File: config.mk
export PLATFORM = sky130hd
export DESIGN_NAME = float32_to_int8_quantizer
export DESIGN_NICKNAME = d
export VERILOG_FILES = /design/src/f2i8_pkg.sv /design/src/float32_to_int8_quantizer.sv /design/src/f2i8_cfg.sv /design/src/f2i8_conv.sv
export VERILOG_INCLUDE_DIRS = /design/src /design/src/src
export SDC_FILE = /design/constraint.sdc
export NUM_CORES = 1
export LEC_CHECK = 0
export ABC_CLOCK_PERIOD_IN_PS = 12050
export BUFFER_PORTS_ARGS = -buffer_cell sky130_fd_sc_hd__buf_2
export CAP_MARGIN = 20
export CORE_ASPECT_RATIO = 0.5
export CORE_UTILIZATION = 55
export CTS_CLUSTER_SIZE = 40
export DETAILED_ROUTE_END_ITERATION = 16
export PLACE_DENSITY = 0.89
export SYNTH_ARGS = -nofsm -noshare
export SYNTH_HDL_FRONTEND = slang
export SYNTH_HIERARCHICAL = 1
export SYNTH_SLANG_ARGS = --single-unit
File: constraint.sdc
create_clock -name clk -period 12.05 [get_ports clk]
set_input_delay 1.205 -clock clk [delete_from_list [all_inputs] [get_ports clk]]
set_output_delay 1.205 -clock clk [all_outputs]
set_load 0.005 [all_outputs]
File: src/assert_macros.svh
`ifndef ASSERT_MACROS_SVH
`define ASSERT_MACROS_SVH
// Assert that an antecedent implies a consequent on the next clock edge.
`define ASSERT_NEXT(label, clk, rst, ante, cons, msg) \
  label: assert property (@(posedge clk) disable iff (rst) (ante) |=> (cons)) \
    else $error(msg);
// Assert that an antecedent implies a consequent in the same cycle.
`define ASSERT_SAME(label, clk, rst, ante, cons, msg) \
  label: assert property (@(posedge clk) disable iff (rst) (ante) |-> (cons)) \
    else $error(msg);
`endif

File: src/f2i8_pkg.sv
`timescale 1ns / 1ps
package f2i8_pkg;
  localparam int FixW = 6;
  localparam logic [FixW-1:0] FixReset = '0;
  localparam logic SignedReset = 1'b1;
  typedef enum logic [0:0] {
    REG_SCALE_EXP   = 1'b0,
    REG_SIGNED_MODE = 1'b1
  } reg_index_t;
  typedef struct packed {
    logic signed [FixW-1:0] scale_exp;
    logic                   signed_mode;
  } cfg_t;
endpackage

File: src/float32_to_int8_quantizer.sv
`timescale 1ns / 1ps
// Converts one single-precision word per cycle to an int8 or uint8 byte:
// the value is scaled by 2**scale_exp, rounded to nearest with ties toward
// plus infinity, and saturated; NaN gives 0. Each word passes the input
// register, then the result register; the throughput is one word per cycle
// while out_ready does not stall it, with a single conversion stage between
// the two registers. Configuration is always ready and is applied to the word
// in the input register, so write it only while no word is in flight.
`include "assert_macros.svh"
module float32_to_int8_quantizer (
  input  logic        clk,
  input  logic        rst,
  input  logic        in_valid,
  output logic        in_ready,
  input  logic [31:0] value_bits,
  output logic        out_valid,
  input  logic        out_ready,
  output logic [7:0]  quantized_byte,
  input  logic        cfg_valid,
  output logic        cfg_ready,
  input  logic [0:0]  cfg_index,
  input  logic [31:0] cfg_data
);
  f2i8_pkg::cfg_t cfg;
  logic        s1_valid;
  logic [31:0] s1_bits;
  logic [7:0]  conv_byte;
  logic        s1_ready;

  f2i8_cfg u_cfg (
    .clk, .rst, .cfg_valid, .cfg_ready, .cfg_index, .cfg_data, .cfg
  );
  f2i8_conv u_conv (.value_bits(s1_bits), .cfg, .result(conv_byte));

  assign s1_ready = !out_valid || out_ready;
  assign in_ready = !s1_valid || s1_ready;

  always_ff @(posedge clk) begin
    if (rst) begin
      s1_valid  <= 1'b0;
      out_valid <= 1'b0;
    end else begin
      if (in_ready) s1_valid <= in_valid;
      if (s1_ready) out_valid <= s1_valid;
    end
    if (in_ready && in_valid) s1_bits <= value_bits;
    if (s1_ready && s1_valid) quantized_byte <= conv_byte;
  end

  `ASSERT_NEXT(a_out_hold, clk, rst, out_valid && !out_ready,
               out_valid && $stable(quantized_byte), "result word dropped while stalled")
  `ASSERT_NEXT(a_s1_hold, clk, rst, s1_valid && !s1_ready,
               s1_valid && $stable(s1_bits), "input stage lost a word")
  `ASSERT_SAME(a_nan_zero, clk, rst,
               s1_valid && s1_bits[30:23] == 8'hFF && s1_bits[22:0] != 23'd0,
               conv_byte == 8'd0, "NaN did not give zero")
endmodule

File: src/f2i8_cfg.sv
`timescale 1ns / 1ps
module f2i8_cfg (
  input  logic               clk,
  input  logic               rst,
  input  logic               cfg_valid,
  output logic               cfg_ready,
  input  logic [0:0]         cfg_index,
  input  logic [31:0]        cfg_data,
  output f2i8_pkg::cfg_t     cfg
);
  assign cfg_ready = 1'b1;
  always_ff @(posedge clk) begin
    if (rst) begin
      cfg.scale_exp   <= f2i8_pkg::FixReset;
      cfg.signed_mode <= f2i8_pkg::SignedReset;
    end else if (cfg_valid) begin
      unique case (f2i8_pkg::reg_index_t'(cfg_index))
        f2i8_pkg::REG_SCALE_EXP:   cfg.scale_exp <= cfg_data[f2i8_pkg::FixW-1:0];
        f2i8_pkg::REG_SIGNED_MODE: cfg.signed_mode <= cfg_data[0];
        default: ;
      endcase
    end
  end
endmodule

File: src/f2i8_conv.sv
`timescale 1ns / 1ps
// Combinational conversion of one single-precision word to a byte.
module f2i8_conv (
  input  logic [31:0]    value_bits,
  input  f2i8_pkg::cfg_t cfg,
  output logic [7:0]     result
);
  logic              neg;
  logic [7:0]        ex;
  logic [22:0]       frac;
  logic [23:0]       m;
  logic signed [9:0] e;
  logic [8:0]        cap;
  logic [8:0]        mag;
  logic [7:0]        s;
  logic [63:0]       wide;
  logic [63:0]       shifted;
  logic [63:0]       remmask;
  logic [63:0]       rem;
  logic [63:0]       half;
  logic [40:0]       ip;
  logic              bump;
  logic [41:0]       ipr;
  logic [15:0]       ipl;

  always_comb begin
    neg  = value_bits[31];
    ex   = value_bits[30:23];
    frac = value_bits[22:0];
    m    = (ex == 8'd0) ? {1'b0, frac} : {1'b1, frac};
    e    = ((ex == 8'd0) ? 10'sd1 : $signed({2'b00, ex})) - 10'sd150
           + 10'($signed(cfg.scale_exp));
    cap  = cfg.signed_mode ? (neg ? 9'd128 : 9'd127) : 9'd255;
    s    = 8'(-e);
    wide    = {40'd0, m};
    shifted = '0; remmask = '0; rem = '0; half = '0; ip = '0; bump = 1'b0;
    ipr = '0; ipl = '0;
    // Magnitude rounded with ties toward plus infinity, capped.
    if (m == 24'd0) begin
      mag = 9'd0;
    end else if (e >= 10'sd0) begin
      if (e >= 10'sd8) begin
        mag = cap;
      end else begin
        ipl = 16'(m[15:0]) << e[2:0];
        mag = (m > 24'd255 || ipl > 16'(cap)) ? cap : ipl[8:0];
      end
    end else if (s > 8'd40) begin
      mag = 9'd0;
    end else begin
      shifted = wide >> s;
      remmask = (64'd1 << s) - 64'd1;
      rem     = wide & remmask;
      half    = 64'd1 << (s - 8'd1);
      bump    = neg ? (rem > half) : (rem >= half);
      ip      = shifted[40:0];
      ipr     = 42'(ip) + 42'(bump);
      mag     = (ipr > 42'(cap)) ? cap : ipr[8:0];
    end
    if (ex == 8'hFF) begin
      if (frac != 23'd0) result = 8'd0;
      else if (cfg.signed_mode) result = neg ? 8'h80 : 8'h7F;
      else result = neg ? 8'h00 : 8'hFF;
    end else if (cfg.signed_mode) begin
      result = neg ? 8'(9'd0 - mag) : mag[7:0];
    end else begin
      result = neg ? 8'd0 : mag[7:0];
    end
  end
endmodule

; ---- Word level (Yosys, flattened, before mapping)
; Cells that the tools add are included.
[classes]
bitwise = 2
eq_ne = 1
div = 0
magnitude_cmp = 8
mul = 0
shift = 4
reduce_logical = 12
addsub = 7
n_mux = 19
[op_table]
columns = operator, n
row1 = 8-bit 2-to-1 mux, 17
row2 = "1-bit by 8-bit left shift with 64-bit output, first input constant", 2
row3 = 24-bit by 64-bit AND with 64-bit output, 1
row4 = 64-bit greater-or-equal comparator, 1
row5 = 64-bit > comparator, 1
row6 = "64-bit by 1-bit subtractor with 64-bit output, second input constant", 1
row7 = 41-bit by 1-bit adder with 42-bit output, 1
row8 = 42-bit by 8-bit > comparator with 1-bit output, 1
row9 = 24-bit by 8-bit >> shifter with 41-bit output, 1
row10 = "24-bit by 8-bit > comparator with 1-bit output, second input constant", 1
row11 = 24-bit logical NOT, 1
row12 = 24-bit 2-to-1 mux, 1
row13 = 23-bit nonzero test, 1
row14 = 16-bit by 8-bit > comparator with 1-bit output, 1
row15 = 16-bit by 3-bit left shift with 16-bit output, 1
row16 = 10-bit by 6-bit adder with 10-bit output, 1
row17 = "10-bit by 1-bit greater-or-equal comparator with 1-bit output, second input constant", 1
row18 = "10-bit by 5-bit greater-or-equal comparator with 1-bit output, second input constant", 1
row19 = "10-bit by 9-bit subtractor with 10-bit output, second input constant", 1
row20 = "8-bit equality test, second input constant", 1
row21 = "8-bit by 6-bit > comparator with 1-bit output, second input constant", 1
row22 = 8-bit logical NOT, 1
row23 = 8-bit negator, 1
row24 = "1-bit by 8-bit subtractor with 8-bit output, first input constant", 1
row25 = other kinds (7), 12
[totals]
out_inout_bits = 11
in_bits = 70
elab_cells = 59
latchBits = 0
reg_bits = 49
mem_bits_rw = 0
memories = 0
mem_bits_ro = 0

; ---- Longest topological paths before layout
; Gate-level depths: netlist of the first run.
[depth]
ltp_word = 20
ltp_mapped = 62
depth_no_buf = 59

; ---- Cells and area by module
; The synthesis of the first run kept the hierarchy.
[by_module_without_submodules]
columns = module, seq_area_each_um2, instances, cells_per_inst, area_per_inst_um2
row1 = f2i8_conv, 0.0, 1, 834, 5711.7
row2 = float32_to_int8_quantizer, 1241.2, 1, 50, 1305.0
row3 = f2i8_cfg, 140.1, 1, 31, 317.8

; ---- Least setup slack after synthesis of the first run
; OpenSTA, ideal clock, no wires.
[synth_path]
path_kind = reg2reg
startpoint = reg s1_bits[24]
endpoint = reg quantized_byte[6], data pin
arrival_time_ps = 11059
slack_ps = 718
n_path_buf = 6
setup_time_ps = 273
stages_incl_launch_ff = 62
synth_period_minus_slack_ps = 11332
required_time_ps = 11777
cell_sequence = edfxtp_1 nor4_1 nand2_1 nand2b_1 ha_1 clkbuf_1 inv_1 clkbuf_1 buf_1 ha_1 xnor3_1 buf_2 buf_2 clkbuf_1 nand2_1 nor2_1 nand2_1 nor3_1 (+26 left out) o21a_1 o21ai_0 nand2b_1 a21oi_1 nor2b_1 o22ai_1 o211a_1 o21ai_0 a2111oi_4 and3_1 nand2_1 o211a_1 o21ai_0 ha_1 inv_1 o41ai_2 xor2_1 o21ai_1
[synth_via]
elab_chain_len = 20
word_cells_on_any_way = 37
cone_classes = add/sub: 7 / order compare: 8 / eq/ne: 1 / shift: 4 / mux: 13 / bitwise: 1 / reduce/logical: 3
[synth_rtl]
columns = item, line
row1 = "start, declared", float32_to_int8_quantizer.sv:26  ; logic [31:0] s1_bits;
row2 = "start signal, assigned", float32_to_int8_quantizer.sv:46  ; if (in_ready && in_valid) s1_bits <= value_bits;
row3 = 8-bit logical NOT, "f2i8_conv.sv:30, f2i8_conv.sv:31"
row4 = 8-bit 2-to-1 mux, f2i8_conv.sv:31  ; e = ((ex == 8'd0) ? 10'sd1 : $signed({2'b00, ex})) - 10'sd150
row5 = 10-bit by 9-bit subtractor with 10-bit output, f2i8_conv.sv:31
row6 = 10-bit by 6-bit adder with 10-bit output, f2i8_conv.sv:32  ; + 10'($signed(cfg.scale_exp));
row7 = 8-bit negator, f2i8_conv.sv:34  ; s = 8'(-e);
row8 = 1-bit by 8-bit left shift with 64-bit output, f2i8_conv.sv:52  ; remmask = (64'd1 << s) - 64'd1;
row9 = 64-bit by 1-bit subtractor with 64-bit output, f2i8_conv.sv:52
row10 = 24-bit by 64-bit AND with 64-bit output, f2i8_conv.sv:53  ; rem = wide & remmask;
row11 = (+5 left out), -
row12 = 8-bit 2-to-1 mux, f2i8_conv.sv:48  ; end else if (s > 8'd40) begin
row13 = 8-bit 2-to-1 mux, f2i8_conv.sv:41  ; end else if (e >= 10'sd0) begin
row14 = 8-bit 2-to-1 mux, f2i8_conv.sv:39  ; if (m == 24'd0) begin
row15 = 1-bit by 8-bit subtractor with 8-bit output, f2i8_conv.sv:65  ; result = neg ? 8'(9'd0 - mag) : mag[7:0];
row16 = 8-bit 2-to-1 mux, f2i8_conv.sv:65
row17 = 8-bit 2-to-1 mux, f2i8_conv.sv:64  ; end else if (cfg.signed_mode) begin
row18 = 8-bit 2-to-1 mux *, f2i8_conv.sv:60  ; if (ex == 8'hFF) begin
row19 = via conv_byte[6], float32_to_int8_quantizer.sv:27  ; logic [7:0] conv_byte;
row20 = "end signal, assigned", float32_to_int8_quantizer.sv:47  ; if (s1_ready && s1_valid) quantized_byte <= conv_byte;
row21 = "end, declared", float32_to_int8_quantizer.sv:18  ; output logic [7:0] quantized_byte,
; The timed path passes the listed nets; every way through them passes the cells marked *.
; A chain may end at the register's enable or synchronous reset.

; ---- Final worst setup path of the first run
[layout_path]
startpoint = reg s1_bits[26]
endpoint = reg quantized_byte[6], data pin
; Same word-level chain as after synthesis.

==> flow_summary.json, run 1 <==
{
  "clock_latency_ns": 0.30,
  "post_route_cells_drive_above_1_share": 0.1795,
  "cts.clk_slew.worst_paths_ns": 0.07,
  "die_height_um": 83.66,
  "hold_path.class": "reg -> reg",
  "die-area_um2": 13830,
  "cellPowerDensity_nw_per_um2": 116.4,
  "slew_headroom": 0.1306,
  "crit_required_ns": 12.08,
  "power.total_uw": 947.1,
  "worstPathMaxFanout": 11,
  "final_nets": 1092,
  "pin_count": 81,
  "overflow": 0,
  "synth_area_leaders": "edfxtp_1 16%, ha_1 9.9%, nand2_1 4.8%",
  "cts_hold_buf": 0,
  "place_congestion": 1.062,
  "synth_nets": 1044,
  "worst_slew_pin_slew_ns": 1.304,
  "total_leakage_power_uw": 0.003146,
  "synth_ff_type": "edfxtp_1",
  "yosys_warnings": 6,
  "core_um2": 12840,
  "crit_family": "compound AO/OA/AOI/OAI gates",
  "grt_max_degree": 53,
  "syn2layout_area_growth_pct": 10.92,
  "ys_seq_area_frac": 0.1883,
  "rows": 29,
  "period_share": 0.9471,
  "grt_pass1_wl_mm": 37.25,
  "final_cell_mix": "93 x nand2_1, 79 x nor2_1, 55 x o21ai_0, 55 x ha_1, 53 x buf_2",
  "ys_async_sr_fraction": 0,
  "drt_drc_violations_left": 0,
  "period_minus_slack_ns": 11.41,
  "cts_buffer_depth": 2,
  "cts.sinks": 49,
  "arrival_ns": 11.44,
  "ff_latch_area_um2": 1381,
  "final_util": 0.6334,
  "yosys_register_bits": 49,
  "portBuffers": 53,
  "gr-usage-all-layers": 0.3427,
  "post-synth-top-area-cell": "edfxtp_1",
  "via_per_inst": 6.974,
  "path_buf_inv": 3,
  "report.final.setup_viol": 0,
  "synthCells": 915,
  "multi_input_area_um2": 5789,
  "start_util": 0.5710,
  "status": "completed",
  "hold_viol": 0,
  "slew_viol_final": 0,
  "path_class": "reg -> reg",
  "nFillCells": 1111,
  "cts_tree": "done",
  "endpoint_kind": "register",
  "hpwl_mm": 17.87,
  "yosysTopAreaCellShare": 0.1638,
  "wl_mm": 23.58,
  "antenna_cells": 0,
  "avgSynthCellArea_um2": 8.016,
  "cpMaxStageDelayCell": "edfxtp_1",
  "die_w_um": 165.3,
  "slowest_delay_ns": 0.48,
  "critPathLaunchType": "register",
  "drtPass1Iterations": 6,
  "antenna_found_initial": 0,
  "synth_cell_types": 98,
  "cts.htree.levels": 2,
  "postRouteAntennaNets": 0,
  "drv_cap": 0,
  "drt-initial-drc-count": 1053,
  "layout_commonest_cell": "nand2_1",
  "critPathMostFrequentCell": "ha_1",
  "grt_pass1_vias": 7192,
  "cts_buffers": 5,
  "clockRootBuffer": "clkbuf_16",
  "fin_skew_ns": 0.003867,
  "peakVddDrop_v": 0.00008776,
  "syn_area_um2": 7335,
  "synth_edf_count": 40,
  "wl_per_cell_um": 20.79,
  "vias": 7909,
  "max_freq_ghz": 0.08763
}
-- synthesized netlist by cell type, types with 11 or more instances --
master,count
and3_1,12
o21a_1,19
a21oi_1,49
a211oi_1,15
nand4_1,21
nor4_1,13
nand2b_1,25
edfxtp_1,40
mux2i_1,32
xor2_1,15
o211ai_1,12
nor3_1,33
o21ai_1,12
buf_2,11
xnor2_1,21
o21ai_0,58
a31oi_1,12
clkbuf_1,23
inv_1,23
nand3_1,22
and2_1,21
nor2_1,80
nor2b_1,20
ha_1,58
nand2_1,93
-- power breakdown --
part / internal [µW] / switching (µW) / total [µW]
sequential: 198 / 13.7 / 212
clock: 99.9 / 68.5 / 168
combinational: 208 / 359 / 567
-- kinds of logic (layout without fill, tap and decap cells) --
family	after synthesis	in the layout	share of synthesized area
xor+xnor	39	39	0.05203
buf+inv	65	114	0.03719
mux	52	52	0.08973
flops	49	49	0.1883
compound gates	262	262	0.2513
simple gates	388	388	0.2793
fa+ha+maj	59	59	0.1017
other cells	1	1	0.0005113
-- through the flow --
| stage | cell area [µm²] | hold slack (ns) | cells | worst slack, ns | setup TNS (ns) |
|---|---|---|---|---|---|
| 4_1_cts | 8006 | 0.4983 | 1131 | 0.3206 | 0 |
| 3_5_place_dp | 7831 | 0.4870 | 1123 | 0.4995 | 0 |
| 3_3_place_gp | 7831 | 0.4674 | 1123 | 0.7561 | 0 |
| 5_1_grt | 8135 | 0.5187 | 1134 | -0.01605 | -0.01605 |
| 2_1_floorplan | 7335 | 0.4466 | 915 | 0.7180 | 0 |
| 6_report | 8135 | 0.4994 | 1134 | 0.6378 | 0 |
-- worst register-to-register path: cells and delay by family, from the launching register on --
kind                       cells  cell delay (ns)
AOI/OAI and AO/OA             26             5.01
adders and majority gates      8             2.36
and+or+nand+nor               15             2.24
DFF                            1             0.48
xor gates and xnor gates       2             0.44
buffers and inverters          3             0.34
muxes                          1             0.27
-- final cells by class --
type | count | share of cell area
Multi-Input combinational cell | 801 | 0.7116
Sequential cell | 49 | 0.1698
Timing Repair Buffer | 83 | 0.06029
Tap cell | 170 | 0.02615
Clock buffer | 5 | 0.01538
Inverter | 23 | 0.01061
Clock inverter | 3 | 0.006152
-- sequential cells by signal (all words and copies together), names as in the netlist --
signal / cells
out_valid: 1
u_cfg/cfg: 7
s1_valid: 1
quantized_byte: 8
s1_bits: 32
-- path summary, 6_finish.rpt --
path	start	end	slack [ns]	cells after the start
max reg2reg	s1_bits[26]	quantized_byte[6]	0.64	55
min	u_cfg/cfg[5]	u_cfg/cfg[5]	0.50	2
min reg2reg	u_cfg/cfg[5]	u_cfg/cfg[5]	0.50	2
max	s1_bits[26]	quantized_byte[6]	0.64	55
-- repair_timing --
action,4_1_cts,5_1_grt
gates resized for setup,0,24
setup endpoints to repair,0,7
buffers inserted,0,3
-- per-layer routing --
| metal | track usage | wire length [µm] | vias to the layer above |
|---|---|---|---|
| met1 | 0.4704 | 9512 | 3670 |
| met5 | 0 | 0 | - |
| met3 | 0.07799 | 3101 | 99 |
| li1 | - | - | 3565 |
| met4 | 0.1083 | 882 | 0 |
| met2 | 0.5310 | 10080 | 575 |
Power figures use the tool's default switching activity.
==> run 2, diff against run 1 <==
- PLACE_DENSITY: 0.89 -> 0.79
==> flow_summary.json, run 2 (synthesis gave the netlist of run 1 again) <==
{
  "max_flop_register": "s1_bits",
  "regToRegEndpoint": "quantized_byte[6]",
  "rows": 29,
  "antenna_found_initial": 0,
  "die_w_um": 165.3,
  "period_minus_slack_ns": 11.52,
  "nFillCells": 1090,
  "gr-usage-all-layers": 0.3318,
  "p_clk_frac": 0.163,
  "max_freq_ghz": 0.08681,
  "core_um2": 12840,
  "combPwrFrac": 0.608,
  "final_nets": 1088,
  "place_congestion": 1.002,
  "endpoint_kind": "register",
  "violations": "DRC",
  "status": "finished, violations left",
  "cts_buffers": 5,
  "holdCritStartpoint": "u_cfg/cfg[5]",
  "ff_latch_area_um2": 1381,
  "report.final.setup_viol": 0,
  "cts_tree": "done",
  "antenna_cells": 0,
  "postRouteAntennaNets": 0,
  "drt-initial-drc-count": 966,
  "post_route_cells_drive_above_1_share": 0.1823,
  "crit_family": "compound AO/OA/AOI/OAI gates",
  "period_share": 0.9560,
  "reg_top3": "s1_bits x32, quantized_byte x8, u_cfg/cfg x7",
  "final_util": 0.6320,
  "wl_per_cell_um": 20.62,
  "arrival_ns": 11.55,
  "die_height_um": 83.66,
  "multi_input_area_um2": 5818,
  "drv_cap": 0,
  "drt_drc_violations_left": 2,
  "wl_mm": 23.30,
  "fin_skew_ns": 0.008767,
  "cts.clk_slew.worst_paths_ns": 0.07,
  "path_class": "reg -> reg",
  "pwr-share-seq": 0.229,
  "switchingPower_uw": 443.9,
  "portBuffers": 53,
  "cellPowerDensity_nw_per_um2": 114.6,
  "whs_ns": 0.4801,
  "total_leakage_power_uw": 0.003118,
  "peakVddDrop_v": 0.00006272,
  "clockRootBuffer": "clkbuf_16",
  "layout_commonest_cell": "nand2_1",
  "reg2reg_depth": 58,
  "cts_buffer_depth": 2,
  "pin_count": 81,
  "overflow": 0,
  "slew_viol_final": 0,
  "vias": 7847,
  "via_per_inst": 6.944,
  "min_path_cells": 2,
  "syn2layout_area_growth_pct": 10.68,
  "cts.sinks": 49,
  "slew_headroom": 0.2479,
  "die-area_um2": 13830,
  "hold_path.class": "reg -> reg",
  "grt_pass1_wl_mm": 36.08,
  "grt_max_degree": 53,
  "final_cell_mix": "90 x nand2_1, 78 x nor2_1, 56 x o21ai_0, 56 x ha_1, 53 x buf_2",
  "p_int_uw": 486.6,
  "hpwl_mm": 17.42,
  "clock_latency_ns": 0.30,
  "r2r_setup_slack_ns": 0.53,
  "path_buf_inv": 3,
  "worst_slew_pin_slew_ns": 1.124,
  "grt_pass1_vias": 7095,
  "cts.htree.levels": 2,
  "hold_viol": 0,
  "power.total_uw": 930.5,
  "r2r-start": "s1_bits[26]",
  "critPathLaunchType": "register",
  "drtPass1Iterations": 13,
  "switching_share": 0.4770,
  "whs_endpoint": "u_cfg/cfg[5]",
  "start_util": 0.5710,
  "slowest_delay_ns": 0.54,
  "cpMaxStageDelayCell": "fa_2",
  "crit_required_ns": 12.08,
  "largest_reg_flops": 32,
  "worstPathMaxFanout": 20
}
## run 2: changes by cell type in the layout (fill, tap and decap cells not counted), sizes merged
cell	delta
buf	-4
bufinv	-1
clkbuf	+1
clkinv	-1
clkinvlp	+1
## run 2: what timing repair did
action	4_1_cts	5_1_grt
buffers inserted	0	6
resized for setup	0	33
hold buffers	0	0
setup endpoints to repair	0	8
## run 2: power by group through the flow
stage	Clock (µW)	Sequential [µW]	Combinational (µW)
floorplan	0	209	393
global placement	0	216	505
detailed placement	0	216	521
CTS	153	212	525
global route	159	215	600
finish	152	213	565
## run 2: final cells by class
cell class                      instances  area share
Inverter                               23     0.01064
Clock inverter                          2    0.002004
Timing Repair Buffer                   79     0.05718
Multi-Input combinational cell        801      0.7167
Clock buffer                            6     0.01711
Sequential cell                        49      0.1702
Tap cell                              170     0.02620
## run 2: how the worst max path moves through the flow
stage / startpoint / endpoint / slack, ns / depth (start not counted)
after detailed placement: s1_bits[24] / quantized_byte[6] / 0.10 / 58
after floorplan: s1_bits[24] / quantized_byte[6] / 0.72 / 61
final: s1_bits[26] / quantized_byte[6] / 0.53 / 58
after global placement: s1_bits[24] / quantized_byte[6] / 0.42 / 57
after CTS: s1_bits[24] / quantized_byte[6] / 0.07 / 58
after global routing: s1_bits[24] / quantized_byte[6] / -0.17 / 59
## run 2: metrics by stage
| stage | std cells | cell area, µm² | setup TNS, ns | worst slack (ns) |
|---|---|---|---|---|
| finish | 1130 | 8118 | 0 | 0.5305 |
| global route | 1130 | 8118 | -0.1898 | -0.1659 |
| CTS | 1124 | 7934 | 0 | 0.06738 |
| detailed placement | 1116 | 7779 | 0 | 0.1050 |
| global placement | 1116 | 7779 | 0 | 0.4223 |
| floorplan | 915 | 7335 | 0 | 0.7180 |
## run 2: layer usage
metal	global-route usage	up-vias	routed length, µm	share of wire
met4	0.1041	0	725	0.031
met5	0	-	0	0
met3	0.08495	92	2924	0.13
met1	0.4637	3617	9695	0.42
li1	-	3555	-	-
met2	0.4968	583	9957	0.43
## run 2: worst min-delay path: cells and delay by family (launching register included)
family             cells  cell delay, ns
and+or+nand+nor        1            0.07
DFF                    1            0.32
AOI/OAI and AO/OA      1            0.05
==> run 3, diff against run 2 <==
- RECOVER_POWER: unset -> 100
==> flow_summary.json, run 3 (synthesis gave the netlist of run 1 again) <==
{
  "grt_pass1_vias": 7095,
  "drt_drc_violations_left": 2,
  "reg_top3": "s1_bits x32, quantized_byte x8, u_cfg/cfg x7",
  "vias": 7837,
  "worst_slew_pin_slew_ns": 2.056,
  "cts.clk_slew.worst_paths_ns": 0.07,
  "violations": "DRC, capacitance limit, slew limit",
  "status": "finished, violations left",
  "final_nets": 1088,
  "post_route_cells_drive_above_1_share": 0.1729,
  "clock_latency_ns": 0.30,
  "wl_mm": 23.26,
  "slowest_delay_ns": 0.54,
  "antenna_cells": 0,
  "wl_per_cell_um": 20.59,
  "endpoint_kind": "register",
  "place_congestion": 1.002,
  "portBuffers": 53,
  "syn2layout_area_growth_pct": 10.20,
  "start_util": 0.5710,
  "max_freq_ghz": 0.08695,
  "cts_buffer_depth": 2,
  "critPathLaunchType": "register",
  "cts.sinks": 49,
  "period_minus_slack_ns": 11.50,
  "cts_hold_buf": 0,
  "fin_skew_ns": 0.008640,
  "pin_count": 81,
  "postRouteAntennaNets": 0,
  "hold_path.class": "reg -> reg",
  "max_flop_register": "s1_bits",
  "total_leakage_power_uw": 0.003074,
  "pre_cts_ws_ns": 0.1050,
  "core_um2": 12840,
  "cpMaxStageDelayCell": "fa_2",
  "die-area_um2": 13830,
  "cellPowerDensity_nw_per_um2": 114.6,
  "path_class": "reg -> reg",
  "grt_max_degree": 53,
  "clockRootBuffer": "clkbuf_16",
  "gr-usage-all-layers": 0.3318,
  "power.total_uw": 926.4,
  "antenna_found_initial": 0,
  "worstPathMaxFanout": 20,
  "period_share": 0.9544,
  "arrival_ns": 11.53,
  "hpwl_mm": 17.42,
  "peakVddDrop_v": 0.00006276,
  "final_cell_mix": "90 x nand2_1, 78 x nor2_1, 61 x o21ai_0",
  "drv_cap": 1,
  "whs_ns": 0.4807,
  "via_per_inst": 6.935,
  "drtPass1Iterations": 13,
  "grt_pass1_wl_mm": 36.08,
  "report.final.setup_viol": 0,
  "largest_reg_flops": 32,
  "critPathMostFrequentCell": "o21ai_0",
  "nFillCells": 1094,
  "crit_required_ns": 12.08,
  "hold_viol": 0,
  "die_height_um": 83.66,
  "multi_input_area_um2": 5787,
  "layout_commonest_cell": "nand2_1",
  "slew_viol_final": 33,
  "overflow": 0,
  "rows": 29,
  "ff_latch_area_um2": 1381,
  "slew_headroom": -0.3711,
  "cts_tree": "done",
  "cts.htree.levels": 2,
  "drt-initial-drc-count": 1000,
  "die_w_um": 165.3,
  "cts_buffers": 5,
  "setup_slack_ns": 0.5491
}
==> run 3: routing by layer <==
layer | wire length [µm] | part of all wire | global-route usage | vias up
met5 | 0 | 0 | 0 | -
met4 | 687 | 0.030 | 0.1041 | 0
met3 | 2818 | 0.12 | 0.08495 | 89
met2 | 10110 | 0.43 | 0.4968 | 548
met1 | 9648 | 0.41 | 0.4637 | 3637
li1 | - | - | - | 3563
==> run 3: final timing paths <==
kind | start | to | slack [ns] | cells past startpoint
max | s1_bits[26] | quantized_byte[4] | 0.55 | 57
min | u_cfg/cfg[5] | u_cfg/cfg[5] | 0.48 | 2
max reg2reg | s1_bits[26] | quantized_byte[4] | 0.55 | 57
min reg2reg | u_cfg/cfg[5] | u_cfg/cfg[5] | 0.48 | 2
==> run 3: critical path, delay by kind of cell (launching register included) <==
family	cells	cell delay, ns
AO/OA/AOI/OAI	26	4.55
XOR/XNOR	1	0.19
adder cells (fa/ha/maj)	8	2.44
buffers and inverters	3	0.36
flip-flops	1	0.47
multiplexers	1	0.29
AND/OR/NAND/NOR	18	2.91
==> run 3: report_power, final <==
group          switching, µW  leakage [µW]  total (µW)  internal, µW
Clock                   67.8     0.0000735         151          83.6
Combinational            359       0.00254         561           202
Sequential              15.4      0.000462         214           198
==> run 3: final cells by class <==
type	instances	area share
Clock inverter	2	0.002012
Clock buffer	6	0.01718
Multi-Input combinational cell	801	0.7159
Timing Repair Buffer	79	0.05697
Inverter	23	0.01068
Sequential cell	49	0.1709
Tap cell	170	0.02632
==> run 3: what timing repair did <==
item	CTS	global route
endpoints found under the hold margin	0	0
setup buffers	0	6
setup endpoints to repair	0	8
resized for setup	0	33
==> run 3: per-stage QoR <==
step / setup TNS, ns / std cells / util / instance area (µm²)
floorplan: 0 / 915 / - / 7335
global placement: 0 / 1116 / 0.6056 / 7779
detailed placement: 0 / 1116 / 0.6056 / 7779
CTS: 0 / 1124 / 0.6177 / 7934
global route: -0.2828 / 1130 / 0.6293 / 8083
finish: 0 / 1130 / 0.6293 / 8083
